===== config.mk =====
export PLATFORM = sky130hd
export DESIGN_NAME = stream_pattern_masker_core
export DESIGN_NICKNAME = d
export VERILOG_FILES = /design/src/rtl/spm_pkg.sv /design/src/rtl/spm_queue.sv /design/src/rtl/spm_front.sv /design/src/rtl/spm_back.sv /design/src/rtl/stream_pattern_masker_core.sv
export SDC_FILE = /design/constraint.sdc
export NUM_CORES = 1
export LEC_CHECK = 0
export ABC_AREA = 1
export BUFFER_PORTS_ARGS = -buffer_cell sky130_fd_sc_hd__buf_2
export CORE_ASPECT_RATIO = 0.5
export CORE_MARGIN = 2
export CORE_UTILIZATION = 35
export DETAILED_ROUTE_END_ITERATION = 6
export HOLD_SLACK_MARGIN = 0.02
export PLACE_DENSITY = 0.53
export SYNTH_ARGS = -nofsm -noshare
export SYNTH_HDL_FRONTEND = slang
export SYNTH_SLANG_ARGS = --single-unit

===== constraint.sdc =====
create_clock -name aclk -period 6.1 [get_ports aclk]
set_input_delay 0.305 -clock aclk [delete_from_list [all_inputs] [get_ports aclk]]
set_output_delay 0.305 -clock aclk [all_outputs]
set_load 0.03 [all_outputs]

===== src/rtl/spm_pkg.sv =====
// ----------------------------------------------------------------------------
// spm_pkg
// Shared constants and types of the stream pattern masker.
// ----------------------------------------------------------------------------
package spm_pkg;

    localparam int MAX_PATTERN = 16;
    localparam int BYTE_W      = 8;
    localparam int LEN_W       = $clog2(MAX_PATTERN + 1);
    localparam int IDX_W       = $clog2(MAX_PATTERN);
    localparam int SRC_W       = LEN_W + 1;
    localparam int CFG_DATA_W  = 64;
    localparam int CFG_IDX_W   = 2;
    localparam int QUEUE_DEPTH = 4;
    localparam int QPTR_W      = $clog2(QUEUE_DEPTH);

    localparam logic [BYTE_W-1:0] MASK_BYTE = 8'h2A;

    typedef enum logic [CFG_IDX_W-1:0] {
        CFG_PATTERN_LOW  = 2'd0,
        CFG_PATTERN_HIGH = 2'd1,
        CFG_PATTERN_LEN  = 2'd2
    } cfg_index_t;

    // one queued emit command: a byte repeated reps times
    typedef struct packed {
        logic [BYTE_W-1:0] data;
        logic [LEN_W-1:0]  reps;
        logic              run_last;
        logic              stream_end;
    } spm_cmd_t;

    typedef struct packed {
        logic full;
        logic empty;
    } spm_q_status_t;

endpackage


===== src/rtl/spm_queue.sv =====
// ----------------------------------------------------------------------------
// spm_queue
// Short command queue between the scanning front and the emitting back.
// ----------------------------------------------------------------------------
module spm_queue
    import spm_pkg::*;
(
    input  logic          aclk,
    input  logic          aresetn,
    input  logic          push,
    input  spm_cmd_t      push_cmd,
    input  logic          pop,
    output spm_cmd_t      head_cmd,
    output spm_q_status_t status
);

    spm_cmd_t           entry_reg [QUEUE_DEPTH];
    logic [QPTR_W-1:0]  wr_ptr_reg, wr_ptr_next;
    logic [QPTR_W-1:0]  rd_ptr_reg, rd_ptr_next;
    logic [QPTR_W:0]    fill_reg, fill_next;

    assign status.full  = (fill_reg == (QPTR_W+1)'(QUEUE_DEPTH));
    assign status.empty = (fill_reg == '0);
    assign head_cmd     = entry_reg[rd_ptr_reg];

    always_comb begin
        wr_ptr_next = wr_ptr_reg + (push ? QPTR_W'(1) : QPTR_W'(0));
        rd_ptr_next = rd_ptr_reg + (pop ? QPTR_W'(1) : QPTR_W'(0));
        fill_next   = fill_reg + (push ? (QPTR_W+1)'(1) : (QPTR_W+1)'(0))
                               - (pop ? (QPTR_W+1)'(1) : (QPTR_W+1)'(0));
    end

    always_ff @(posedge aclk) begin
        if (!aresetn) begin
            wr_ptr_reg <= '0;
            rd_ptr_reg <= '0;
            fill_reg   <= '0;
        end else begin
            wr_ptr_reg <= wr_ptr_next;
            rd_ptr_reg <= rd_ptr_next;
            fill_reg   <= fill_next;
        end
    end

    always_ff @(posedge aclk) begin
        if (push) begin
            entry_reg[wr_ptr_reg] <= push_cmd;
        end
    end

endmodule


===== src/rtl/spm_front.sv =====
// ----------------------------------------------------------------------------
// spm_front
// Holds the pattern registers and the pending window; one scan step a cycle while the queue is not full.
// ----------------------------------------------------------------------------
module spm_front
    import spm_pkg::*;
(
    input  logic                  aclk,
    input  logic                  aresetn,
    input  logic                  cfg_wr_en,
    input  logic [CFG_IDX_W-1:0]  cfg_wr_index,
    input  logic [CFG_DATA_W-1:0] cfg_wr_data,
    input  logic                  s_tvalid,
    output logic                  s_tready,
    input  logic [BYTE_W-1:0]     s_tdata,
    input  logic                  s_tlast,
    output logic                  push,
    output spm_cmd_t              push_cmd,
    input  spm_q_status_t         q_status
);

    logic [CFG_DATA_W-1:0] pat_low_reg;
    logic [CFG_DATA_W-1:0] pat_high_reg;
    logic [LEN_W-1:0]      pat_len_reg;

    logic [BYTE_W-1:0] win_reg [MAX_PATTERN];
    logic [BYTE_W-1:0] win_next [MAX_PATTERN];
    logic [LEN_W-1:0]  cnt_reg, cnt_next;
    logic              busy_reg, busy_next;
    logic              last_reg, last_next;

    logic [BYTE_W-1:0] pat_byte [MAX_PATTERN];
    logic [BYTE_W-1:0] work_win [MAX_PATTERN];
    logic [BYTE_W-1:0] shifted [MAX_PATTERN];
    logic [LEN_W-1:0]  eff_len;
    logic [LEN_W-1:0]  work_cnt;
    logic [LEN_W-1:0]  drop;
    logic [LEN_W-1:0]  new_cnt;
    logic              work_last;
    logic              take;
    logic              act;
    logic              hit;
    logic              full_win;
    logic              has_action;
    logic              more;
    logic [SRC_W-1:0]  src;

    assign s_tready = !busy_reg && !q_status.full;
    assign take     = s_tvalid && s_tready;
    assign act      = take || (busy_reg && !q_status.full);

    always_comb begin
        for (int k = 0; k < MAX_PATTERN; k++) begin
            if (k < MAX_PATTERN / 2) begin
                pat_byte[k] = pat_low_reg[k*BYTE_W +: BYTE_W];
            end else begin
                pat_byte[k] = pat_high_reg[(k - MAX_PATTERN/2)*BYTE_W +: BYTE_W];
            end
        end
    end

    // clamp the length register into 1..MAX_PATTERN
    always_comb begin
        if (pat_len_reg == '0) begin
            eff_len = LEN_W'(1);
        end else if (pat_len_reg > LEN_W'(MAX_PATTERN)) begin
            eff_len = LEN_W'(MAX_PATTERN);
        end else begin
            eff_len = pat_len_reg;
        end
    end

    // window as seen this cycle: the new word appended on accept
    always_comb begin
        work_win  = win_reg;
        work_cnt  = cnt_reg;
        work_last = last_reg;
        if (take) begin
            work_win[cnt_reg[IDX_W-1:0]] = s_tdata;
            work_cnt  = cnt_reg + LEN_W'(1);
            work_last = s_tlast;
        end
    end

    // one scan step: mask a full match, else emit the oldest byte
    always_comb begin
        hit = 1'b1;
        for (int k = 0; k < MAX_PATTERN; k++) begin
            if (LEN_W'(k) < eff_len && work_win[k] != pat_byte[k]) begin
                hit = 1'b0;
            end
        end
        full_win   = (work_cnt >= eff_len);
        has_action = full_win || (work_last && work_cnt != '0);

        push_cmd = '0;
        if (full_win && hit) begin
            drop          = eff_len;
            push_cmd.data = MASK_BYTE;
            push_cmd.reps = eff_len;
        end else begin
            drop          = LEN_W'(1);
            push_cmd.data = work_win[0];
            push_cmd.reps = LEN_W'(1);
        end
        new_cnt = work_cnt - drop;
        more    = (new_cnt >= eff_len) || (work_last && new_cnt != '0);
        push_cmd.run_last   = !more;
        push_cmd.stream_end = !more && work_last;
        push = act && has_action;
    end

    always_comb begin
        src = '0;
        for (int i = 0; i < MAX_PATTERN; i++) begin
            src = SRC_W'(i) + {1'b0, drop};
            if (src < SRC_W'(MAX_PATTERN)) begin
                shifted[i] = work_win[src[IDX_W-1:0]];
            end else begin
                shifted[i] = '0;
            end
        end
    end

    always_comb begin
        win_next  = win_reg;
        cnt_next  = cnt_reg;
        busy_next = busy_reg;
        last_next = last_reg;
        if (act) begin
            last_next = work_last;
            if (has_action) begin
                win_next  = shifted;
                cnt_next  = new_cnt;
                busy_next = more;
            end else begin
                win_next  = work_win;
                cnt_next  = work_cnt;
                busy_next = 1'b0;
            end
        end
    end

    always_ff @(posedge aclk) begin
        if (!aresetn) begin
            cnt_reg      <= '0;
            busy_reg     <= 1'b0;
            last_reg     <= 1'b0;
            pat_low_reg  <= '0;
            pat_high_reg <= '0;
            pat_len_reg  <= LEN_W'(1);
        end else begin
            cnt_reg  <= cnt_next;
            busy_reg <= busy_next;
            last_reg <= last_next;
            if (cfg_wr_en) begin
                case (cfg_index_t'(cfg_wr_index))
                    CFG_PATTERN_LOW:  pat_low_reg  <= cfg_wr_data;
                    CFG_PATTERN_HIGH: pat_high_reg <= cfg_wr_data;
                    CFG_PATTERN_LEN:  pat_len_reg  <= cfg_wr_data[LEN_W-1:0];
                    default: ;
                endcase
            end
        end
    end

    always_ff @(posedge aclk) begin
        win_reg <= win_next;
    end

endmodule


===== src/rtl/spm_back.sv =====
// ----------------------------------------------------------------------------
// spm_back
// Expands queued commands into output words behind a register stage.
// ----------------------------------------------------------------------------
module spm_back
    import spm_pkg::*;
(
    input  logic              aclk,
    input  logic              aresetn,
    input  spm_cmd_t          head_cmd,
    input  spm_q_status_t     q_status,
    output logic              pop,
    output logic              m_tvalid,
    input  logic              m_tready,
    output logic [BYTE_W-1:0] m_tdata,
    output logic              m_tlast,
    output logic              m_tuser
);

    logic              out_valid_reg, out_valid_next;
    logic [BYTE_W-1:0] out_data_reg;
    logic              out_last_reg;
    logic              out_user_reg;
    logic [LEN_W-1:0]  rep_reg, rep_next;
    logic              load;
    logic              final_rep;

    assign load      = !q_status.empty && (!out_valid_reg || m_tready);
    assign final_rep = ((rep_reg + LEN_W'(1)) == head_cmd.reps);
    assign pop       = load && final_rep;

    always_comb begin
        out_valid_next = out_valid_reg;
        rep_next       = rep_reg;
        if (load) begin
            out_valid_next = 1'b1;
            rep_next       = final_rep ? '0 : rep_reg + LEN_W'(1);
        end else if (m_tready) begin
            out_valid_next = 1'b0;
        end
    end

    always_ff @(posedge aclk) begin
        if (!aresetn) begin
            out_valid_reg <= 1'b0;
            rep_reg       <= '0;
        end else begin
            out_valid_reg <= out_valid_next;
            rep_reg       <= rep_next;
        end
    end

    always_ff @(posedge aclk) begin
        if (load) begin
            out_data_reg <= head_cmd.data;
            out_last_reg <= final_rep && head_cmd.run_last;
            out_user_reg <= final_rep && head_cmd.stream_end;
        end
    end

    assign m_tvalid = out_valid_reg;
    assign m_tdata  = out_data_reg;
    assign m_tlast  = out_last_reg;
    assign m_tuser  = out_user_reg;

endmodule


===== src/rtl/stream_pattern_masker_core.sv =====
// ----------------------------------------------------------------------------
// stream_pattern_masker_core: masks pattern occurrences in a byte stream
// Path: input handshake through the queue entry and the output register to the first output word of a step.
// Throughput: 1 word/cycle while m_tready holds; input held during extra scan steps, or while queue full.
// Reset: synchronous, active low; empties window and queue, clears pattern, length 1.
// ----------------------------------------------------------------------------
module stream_pattern_masker_core
    import spm_pkg::*;
(
    input  logic                  aclk,
    input  logic                  aresetn,
    // configuration write port
    input  logic                  cfg_wr_en,
    input  logic [CFG_IDX_W-1:0]  cfg_wr_index,
    input  logic [CFG_DATA_W-1:0] cfg_wr_data,
    // input stream
    input  logic                  s_tvalid,
    output logic                  s_tready,
    input  logic [BYTE_W-1:0]     s_tdata,   // [7:0] data_byte
    input  logic                  s_tlast,   // stream_last
    // result stream
    output logic                  m_tvalid,
    input  logic                  m_tready,
    output logic [BYTE_W-1:0]     m_tdata,   // [7:0] out_byte
    output logic                  m_tlast,   // run_last
    output logic                  m_tuser    // [0] stream_end
);

    // Front: appends each word to the pending window and performs one scan
    // step a cycle while the queue is not full (mask a full match, pass the oldest byte, or flush one
    // pending byte at stream end). Each step queues one emit command.
    logic          push;
    spm_cmd_t      push_cmd;
    logic          pop;
    spm_cmd_t      head_cmd;
    spm_q_status_t q_status;

    spm_front u_front (
        .aclk         (aclk),
        .aresetn      (aresetn),
        .cfg_wr_en    (cfg_wr_en),
        .cfg_wr_index (cfg_wr_index),
        .cfg_wr_data  (cfg_wr_data),
        .s_tvalid     (s_tvalid),
        .s_tready     (s_tready),
        .s_tdata      (s_tdata),
        .s_tlast      (s_tlast),
        .push         (push),
        .push_cmd     (push_cmd),
        .q_status     (q_status)
    );

    // Queue: decouples scanning from output back-pressure.
    spm_queue u_queue (
        .aclk     (aclk),
        .aresetn  (aresetn),
        .push     (push),
        .push_cmd (push_cmd),
        .pop      (pop),
        .head_cmd (head_cmd),
        .status   (q_status)
    );

    // Back: repeat each command's byte, tag the final word of a run and of
    // the stream, and hold the word in the output register until taken.
    spm_back u_back (
        .aclk     (aclk),
        .aresetn  (aresetn),
        .head_cmd (head_cmd),
        .q_status (q_status),
        .pop      (pop),
        .m_tvalid (m_tvalid),
        .m_tready (m_tready),
        .m_tdata  (m_tdata),
        .m_tlast  (m_tlast),
        .m_tuser  (m_tuser)
    );

endmodule


# ---- After elaboration in Yosys (flattened, before gate mapping)
# Memory sizes are Yosys's and may differ from the RTL's. A register that Yosys moved wholly into a read port is not among the register bits.
# Index checks and enable logic that the tools add are counted.
dict set report word_totals {
  mem_count 1
  ramBits 60
  input_bits 80
  elab_cells 293
  register_bits 291
  output_inout_bits 12
}
dict set report classes {
  n_lt_le_gt_ge 53
  n_reduce_logical 47
  mux 103
  n_eq_ne 20
  add_sub_neg 22
  bitwise 17
}
# name words word_bits rd rd_clocked_by_memory_dff wr line
set mem_list {}
lappend mem_list {u_queue.entry_reg 4 15 1 1 1 spm_queue.sv:17} ;# spm_cmd_t entry_reg [QUEUE_DEPTH];
# op count
set ops {}
lappend ops {{8-bit binary-select mux with 4-bit select} 16}
lappend ops {{8-bit two-way mux} 49}
lappend ops {{128-bit two-way mux} 2}
lappend ops {{128-bit bitwise mux} 1}
lappend ops {{8-bit != test} 16}
lappend ops {{6-bit by 5-bit < comparator with 1-bit output (second input constant)} 15}
lappend ops {{5-bit >= comparator (second input constant)} 17}
lappend ops {{4-bit NOT with 5-bit output} 17}
lappend ops {{4-bit by 5-bit adder with 6-bit output (first input constant)} 8}
lappend ops {{4-bit by 5-bit < comparator with 1-bit output (first input constant)} 8}
lappend ops {{8-bit demux with 4-bit select} 1}
lappend ops {{5-bit two-way mux} 6}
lappend ops {{1-bit logical AND} 29}
lappend ops {{1-bit two-way mux} 26}
lappend ops {{3-bit by 5-bit adder with 6-bit output (first input constant)} 4}
lappend ops {{3-bit by 5-bit < comparator with 1-bit output (first input constant)} 4}
lappend ops {{13-bit two-way mux} 1}
lappend ops {{2-bit by 5-bit adder with 6-bit output (first input constant)} 2}
lappend ops {{5-bit by 1-bit adder with 5-bit output (second input constant)} 2}
lappend ops {{5-bit >= comparator} 2}
lappend ops {{1-bit by 5-bit < comparator with 1-bit output (first input constant)} 2}
lappend ops {{2-bit by 5-bit < comparator with 1-bit output (first input constant)} 2}
lappend ops {{5-bit nonzero test} 2}
lappend ops {{1-bit by 5-bit adder with 6-bit output (first input constant)} 1}
lappend ops {{other kinds (19)} 29}

# ---- Longest topological paths before layout
dict set report logic_depth {
  depth_word 34
  ltp_mapped 37
  depth_no_buf 35
}

# ---- Hierarchy
# From an unflattened synthesis, not the netlist that was laid out.
dict set report hier_totals {
  hier_cells 4078
  hier_area_um2 26163.8
}
# mod seq_area_each_um2 instances cells_per_inst area_each_um2
set by_module_without_submodules {}
lappend by_module_without_submodules {spm_front 6646.4 1 3770 22666.7}
lappend by_module_without_submodules {spm_queue 1941.9 1 223 2731.4}
lappend by_module_without_submodules {spm_back 420.4 1 85 765.7}

# ---- Least setup slack after synthesis
# Ideal clock, no wire load.
dict set report synth_path {
  kind {reg-to-reg}
  startpoint {register u_queue.fill_reg[1]}
  endpoint {memory u_queue.entry_reg[0][0] (netlist bit), data pin}
  setup_ns 0.167
  period_less_slack_ns 4.979
  path_stages_with_launch 35
  required_time_ns 5.933
  path_buffers 3
  path_slack_ns 1.121
  arrival_ns 4.812
  cell_sequence {dfxtp_1 nor2_1 nand2_2 nand2_2 nor2_4 buf_4 buf_2 nand4_1 xor2_1 ha_1 nand2_1 inv_1 o21ai_0 nand4_1 o21ai_0 nor2_1 nand3_1 nor2_1 nand2_1 inv_1 nand2_1 nor2_4 nand3_2 clkbuf_1 ha_1 fa_1 inv_1 ha_1 a21boi_0 o21a_1 o21ai_0 nand2_1 a21oi_1 nand2_1 nor2_1}
}
# element line
set synth_lines {}
lappend synth_lines {{start: declaration} spm_queue.sv:20} ;# logic [QPTR_W:0] fill_reg, fill_next;
lappend synth_lines {{start signal: assignment} spm_queue.sv:41} ;# fill_reg <= fill_next;
lappend synth_lines {{end: declaration} spm_queue.sv:17}

# ---- Worst setup path in the final report
dict set report layout_path {
  startpoint {register u_front.cnt_reg[0]}
  endpoint {register u_front.win_reg[120] (netlist bit), data pin}
}
dict set report layout_between {
  elab_chain_cells 33
  elab_cells_between_ends 71
  classes_between {add/sub: 1; order compare: 4; eq/ne: 16; mux: 27; bitwise: 2; reduce/logical: 21}
}
# element line
set layout_rtl {}
lappend layout_rtl {{start: declaration} spm_front.sv:28} ;# logic [LEN_W-1:0] cnt_reg, cnt_next;
lappend layout_rtl {{start signal: assignment} spm_front.sv:153} ;# cnt_reg <= cnt_next;
lappend layout_rtl {{4-bit NOT with 5-bit output (implied by the code)} spm_front.sv:79} ;# work_win[cnt_reg[IDX_W-1:0]] = s_tdata;
lappend layout_rtl {{5-bit >= comparator (implied by the code) or 5-bit by 1-bit < comparator with 1-bit output (tied branches)} spm_front.sv:79}
lappend layout_rtl {{1-bit logical AND (implied by the code)} spm_front.sv:79}
lappend layout_rtl {{8-bit two-way mux (implied by the code)} spm_front.sv:79}
lappend layout_rtl {{8-bit demux with 4-bit select} spm_front.sv:79}
lappend layout_rtl {{128-bit bitwise mux} spm_front.sv:79}
lappend layout_rtl {{128-bit two-way mux} spm_front.sv:78} ;# if (take) begin
lappend layout_rtl {{8-bit != test} spm_front.sv:89} ;# if (LEN_W'(k) < eff_len && work_win[k] != pat_byte[k]) begin
lappend layout_rtl {{1-bit logical AND} spm_front.sv:89}
lappend layout_rtl {{1-bit two-way mux (16 in a row)} spm_front.sv:89}
lappend layout_rtl {{1-bit logical AND} spm_front.sv:97} ;# if (full_win && hit) begin
lappend layout_rtl {{5-bit two-way mux} spm_front.sv:97}
lappend layout_rtl {{4-bit NOT with 5-bit output (implied by the code)} spm_front.sv:118} ;# shifted[i] = work_win[src[IDX_W-1:0]];
lappend layout_rtl {{8-bit binary-select mux with 4-bit select} spm_front.sv:118}
lappend layout_rtl {{8-bit two-way mux (implied by the code) (2 in a row)} spm_front.sv:118}
lappend layout_rtl {{8-bit two-way mux} spm_front.sv:117} ;# if (src < SRC_W'(MAX_PATTERN)) begin
lappend layout_rtl {{128-bit two-way mux *} spm_front.sv:132} ;# if (has_action) begin
lappend layout_rtl {{end signal: assignment} spm_front.sv:168} ;# win_reg <= win_next;
lappend layout_rtl {{end: declaration} spm_front.sv:26} ;# logic [BYTE_W-1:0] win_reg [MAX_PATTERN];
# Every way passes the cells marked *; elsewhere a longest branch is shown, timed or not. The select of a mux whose other input is x is not followed.
# A chain may end at the register's enable or synchronous reset.

==> results.json <==
{
  "status": "complete, but fails checks",
  "failed_checks": "design-rule violations",
  "tightest_slew_ns": 1.20,
  "synth_area_leaders": "edfxtp_1 22%, nand3_1 21%, nand2_1 18%, dfxtp_1 11%, inv_1 6.3%",
  "crit_path_start_kind": "flop",
  "grt_max_degree": 81,
  "die_w_um": 396,
  "synth_flop_cell": "edfxtp_1",
  "dieHeight_um": 200,
  "p_int_w": 0.00805,
  "crit_start": "u_front.cnt_reg[0]$_SDFFE_PN0P_",
  "htree_num_levels": 2,
  "slew_headroom": 0.194,
  "yosys_register_bits": 351,
  "drv_cap": 0,
  "holdWs_ns": 0.0364,
  "vias": 31211,
  "viasPerCell": 5.72,
  "async_reset_ff_frac": 0,
  "syn_inst": 4294,
  "mostFrequentLayoutCells": "1325 x nand2_1, 1102 x nand3_1, 448 x inv_1",
  "pwr-share-clk": 0.135,
  "yosysUniqueCellTypes": 46,
  "drc": 21,
  "final_hold_viol_count": 0,
  "io_pins": 92,
  "grt_pass1_vias": 27512,
  "wirelength_mm": 140,
  "switching_share": 0.547,
  "clockRootBuffer": "clkbuf_16",
  "crit_arrival_ns": 5.94,
  "yosys.area.top_type": "edfxtp_1",
  "power.switching_w": 0.00971,
  "core_um2": 75700,
  "clock_skew_ns": 0.0451,
  "p_comb_frac": 0.637,
  "cts_sinks": 351,
  "clk_pin_slew_ns": 0.07,
  "antenna_found_initial": 8,
  "port_buffers": 91,
  "maxSlewViolCount": 0,
  "globalplace.congestion": 1.10,
  "synth_top_area_frac": 0.221,
  "min_period_ns": 5.61,
  "crit_slowest_cell": "nand3_4",
  "drt-pass1-iter-count": 7,
  "clock.fmax_ghz": 0.178,
  "hold_class": "input pin to flop",
  "rows": 71,
  "ys_warn_count": 0,
  "clkLatencyLatePin_ns": 0.60,
  "pwr-share-seq": 0.228,
  "post_drt_wl_per_cell_um": 25.6,
  "cts_tree": "done",
  "setup_tns_ns": 0,
  "drtIter0Drc": 4799,
  "synth_edf_count": 198,
  "cts_buffers": 37,
  "largest_reg_flops": 128,
  "r2r_start": "u_front.cnt_reg[0]$_SDFFE_PN0P_",
  "crit_buf_inv": 5,
  "grt-ovfl-total": 0,
  "end_kind": "flop",
  "postRouteAntennaNets": 0,
  "post-route-util": 0.408,
  "hold_path_startpoint": "cfg_wr_data[24]",
  "finalNetCount": 4523,
  "initial_utilization": 0.356,
  "period_share": 0.920,
  "cp_max_fo": 41,
  "avgSynthCellArea_um2": 6.28,
  "p_leak_nw": 14.7,
  "grt_pass1_wl_mm": 198,
  "dp_hpwl_mm": 110,
  "critPathKind": "flop to flop",
  "power_per_cell_area_nw_per_um2": 575,
  "grt_util_all_layers": 0.343,
  "worstPathRequired_ns": 6.43,
  "cpMostUsedCell": "nand2_1",
  "die_area_um2": 79400,
  "synthesis.area_um2": 27000,
  "drive_above_1_share": 0.0898,
  "setup_viol": 0,
  "ys_seq_area_frac": 0.334,
  "vdd_drop_max_mv": 0.285,
  "area_growth_pct": 14.5,
  "cp_top_family": "simple AND/OR/NAND/NOR gates",
  "rsz0062_at_grt": "false",
  "syn_nets": 4411,
  "clockBufferDepth": 3,
  "layout_commonest_cell": "nand2_1",
  "cpPeakStageDelay_ns": 0.48
}
-- stage by stage --
| stage | std cells | instance area, um2 | power (W) | setup WS, ns |
|---|---|---|---|---|
| floorplan | 4294 | 27000 | 0.0106 | 1.12 |
| global placement | 5351 | 29300 | 0.0149 | 0.237 |
| detailed placement | 5351 | 29300 | 0.0149 | 0.125 |
| CTS | 5454 | 30800 | 0.0174 | 0.0897 |
| global route | 5456 | 30900 | 0.0189 | 0.0107 |
| finish | 5460 | 30900 | 0.0178 | 0.491 |
-- kinds of logic (layout without fill, tap and decap cells) --
kind of cell | count (synthesis) | in the layout | share of synthesized area
buffers and inverters | 705 | 845 | 0.108
XOR/XNOR | 30 | 30 | 0.0107
AO/OA/AOI/OAI | 462 | 462 | 0.0883
AND/OR/NAND/NOR | 2709 | 2709 | 0.441
adder cells (fa/ha/maj) | 37 | 37 | 0.0177
other | 0 | 4 | 0
flip-flops | 351 | 351 | 0.334
-- tightest hold or removal path, stage by stage --
cell	delay, ns
buf_2	0.09
o21ai_0	0.08
a21oi_1	0.11
-- per-layer routing --
| metal | wire (um) | global-route usage |
|---|---|---|
| met1 | 65700 | 0.528 |
| met3 | 17000 | 0.0927 |
| met4 | 3790 | 0.0877 |
| met2 | 53400 | 0.459 |
| met5 | 13 | 0 |
-- power by group through the flow --
stage	registers (W)	logic (W)	clock network, W
detailed placement	0.00408	0.0109	0
global placement	0.00407	0.0109	0
floorplan	0.00408	0.00655	0
finish	0.00405	0.0113	0.00241
global route	0.00411	0.0122	0.00255
CTS	0.00404	0.0109	0.00244
-- final timing paths --
check	end	slack, ns	cells after the start
setup / recovery	u_front.win_reg[120]$_DFFE_PP_	0.49	26
hold / removal	u_front.pat_high_reg[24]$_SDFFE_PN0P_	0.04	3
setup reg to reg	u_front.win_reg[120]$_DFFE_PP_	0.49	26
hold reg to reg	u_front.pat_low_reg[30]$_SDFFE_PN0P_	0.47	2
-- cell type report --
class | count | area (um2)
Antenna cell | 4 | 10.0
Clock buffer | 56 | 1100
Clock inverter | 11 | 118
Fill cell | 8172 | 44800
Inverter | 477 | 1800
Multi-Input combinational cell | 3238 | 15100
Sequential cell | 351 | 9010
Tap cell | 1022 | 1280
Timing Repair Buffer | 301 | 2440
-- cell usage after synthesis (2+ instances only) --
| cell type | instances |
|---|---|
| buf_2 | 72 |
| a211oi_1 | 3 |
| nor2_2 | 3 |
| nor2_1 | 191 |
| o21bai_1 | 4 |
| nand2_4 | 3 |
| xnor2_1 | 11 |
| o211ai_1 | 3 |
| nor2_4 | 8 |
| fa_1 | 2 |
| clkbuf_1 | 110 |
| ha_1 | 35 |
| o21ai_1 | 61 |
| buf_1 | 14 |
| o21ai_0 | 244 |
| nand2_1 | 1325 |
| xor2_1 | 17 |
| edfxtp_1 | 198 |
| nor3_1 | 9 |
| buf_4 | 20 |
| nand3_2 | 7 |
| inv_1 | 450 |
| dfxtp_1 | 153 |
| buf_6 | 12 |
| nand2_2 | 14 |
| nand4_1 | 16 |
| clkinv_1 | 3 |
| a21oi_1 | 127 |
| inv_2 | 23 |
| nand3b_1 | 24 |
| nand3_1 | 1105 |
| o22ai_1 | 13 |
-- timing repair --
item	in CTS	in global routing
endpoints found under the hold margin	50	0
gates resized for setup	0	5
endpoints found under the setup margin	0	117
setup buffers	0	2
hold buffers	36	0
(Power assumes the default switching activity.)
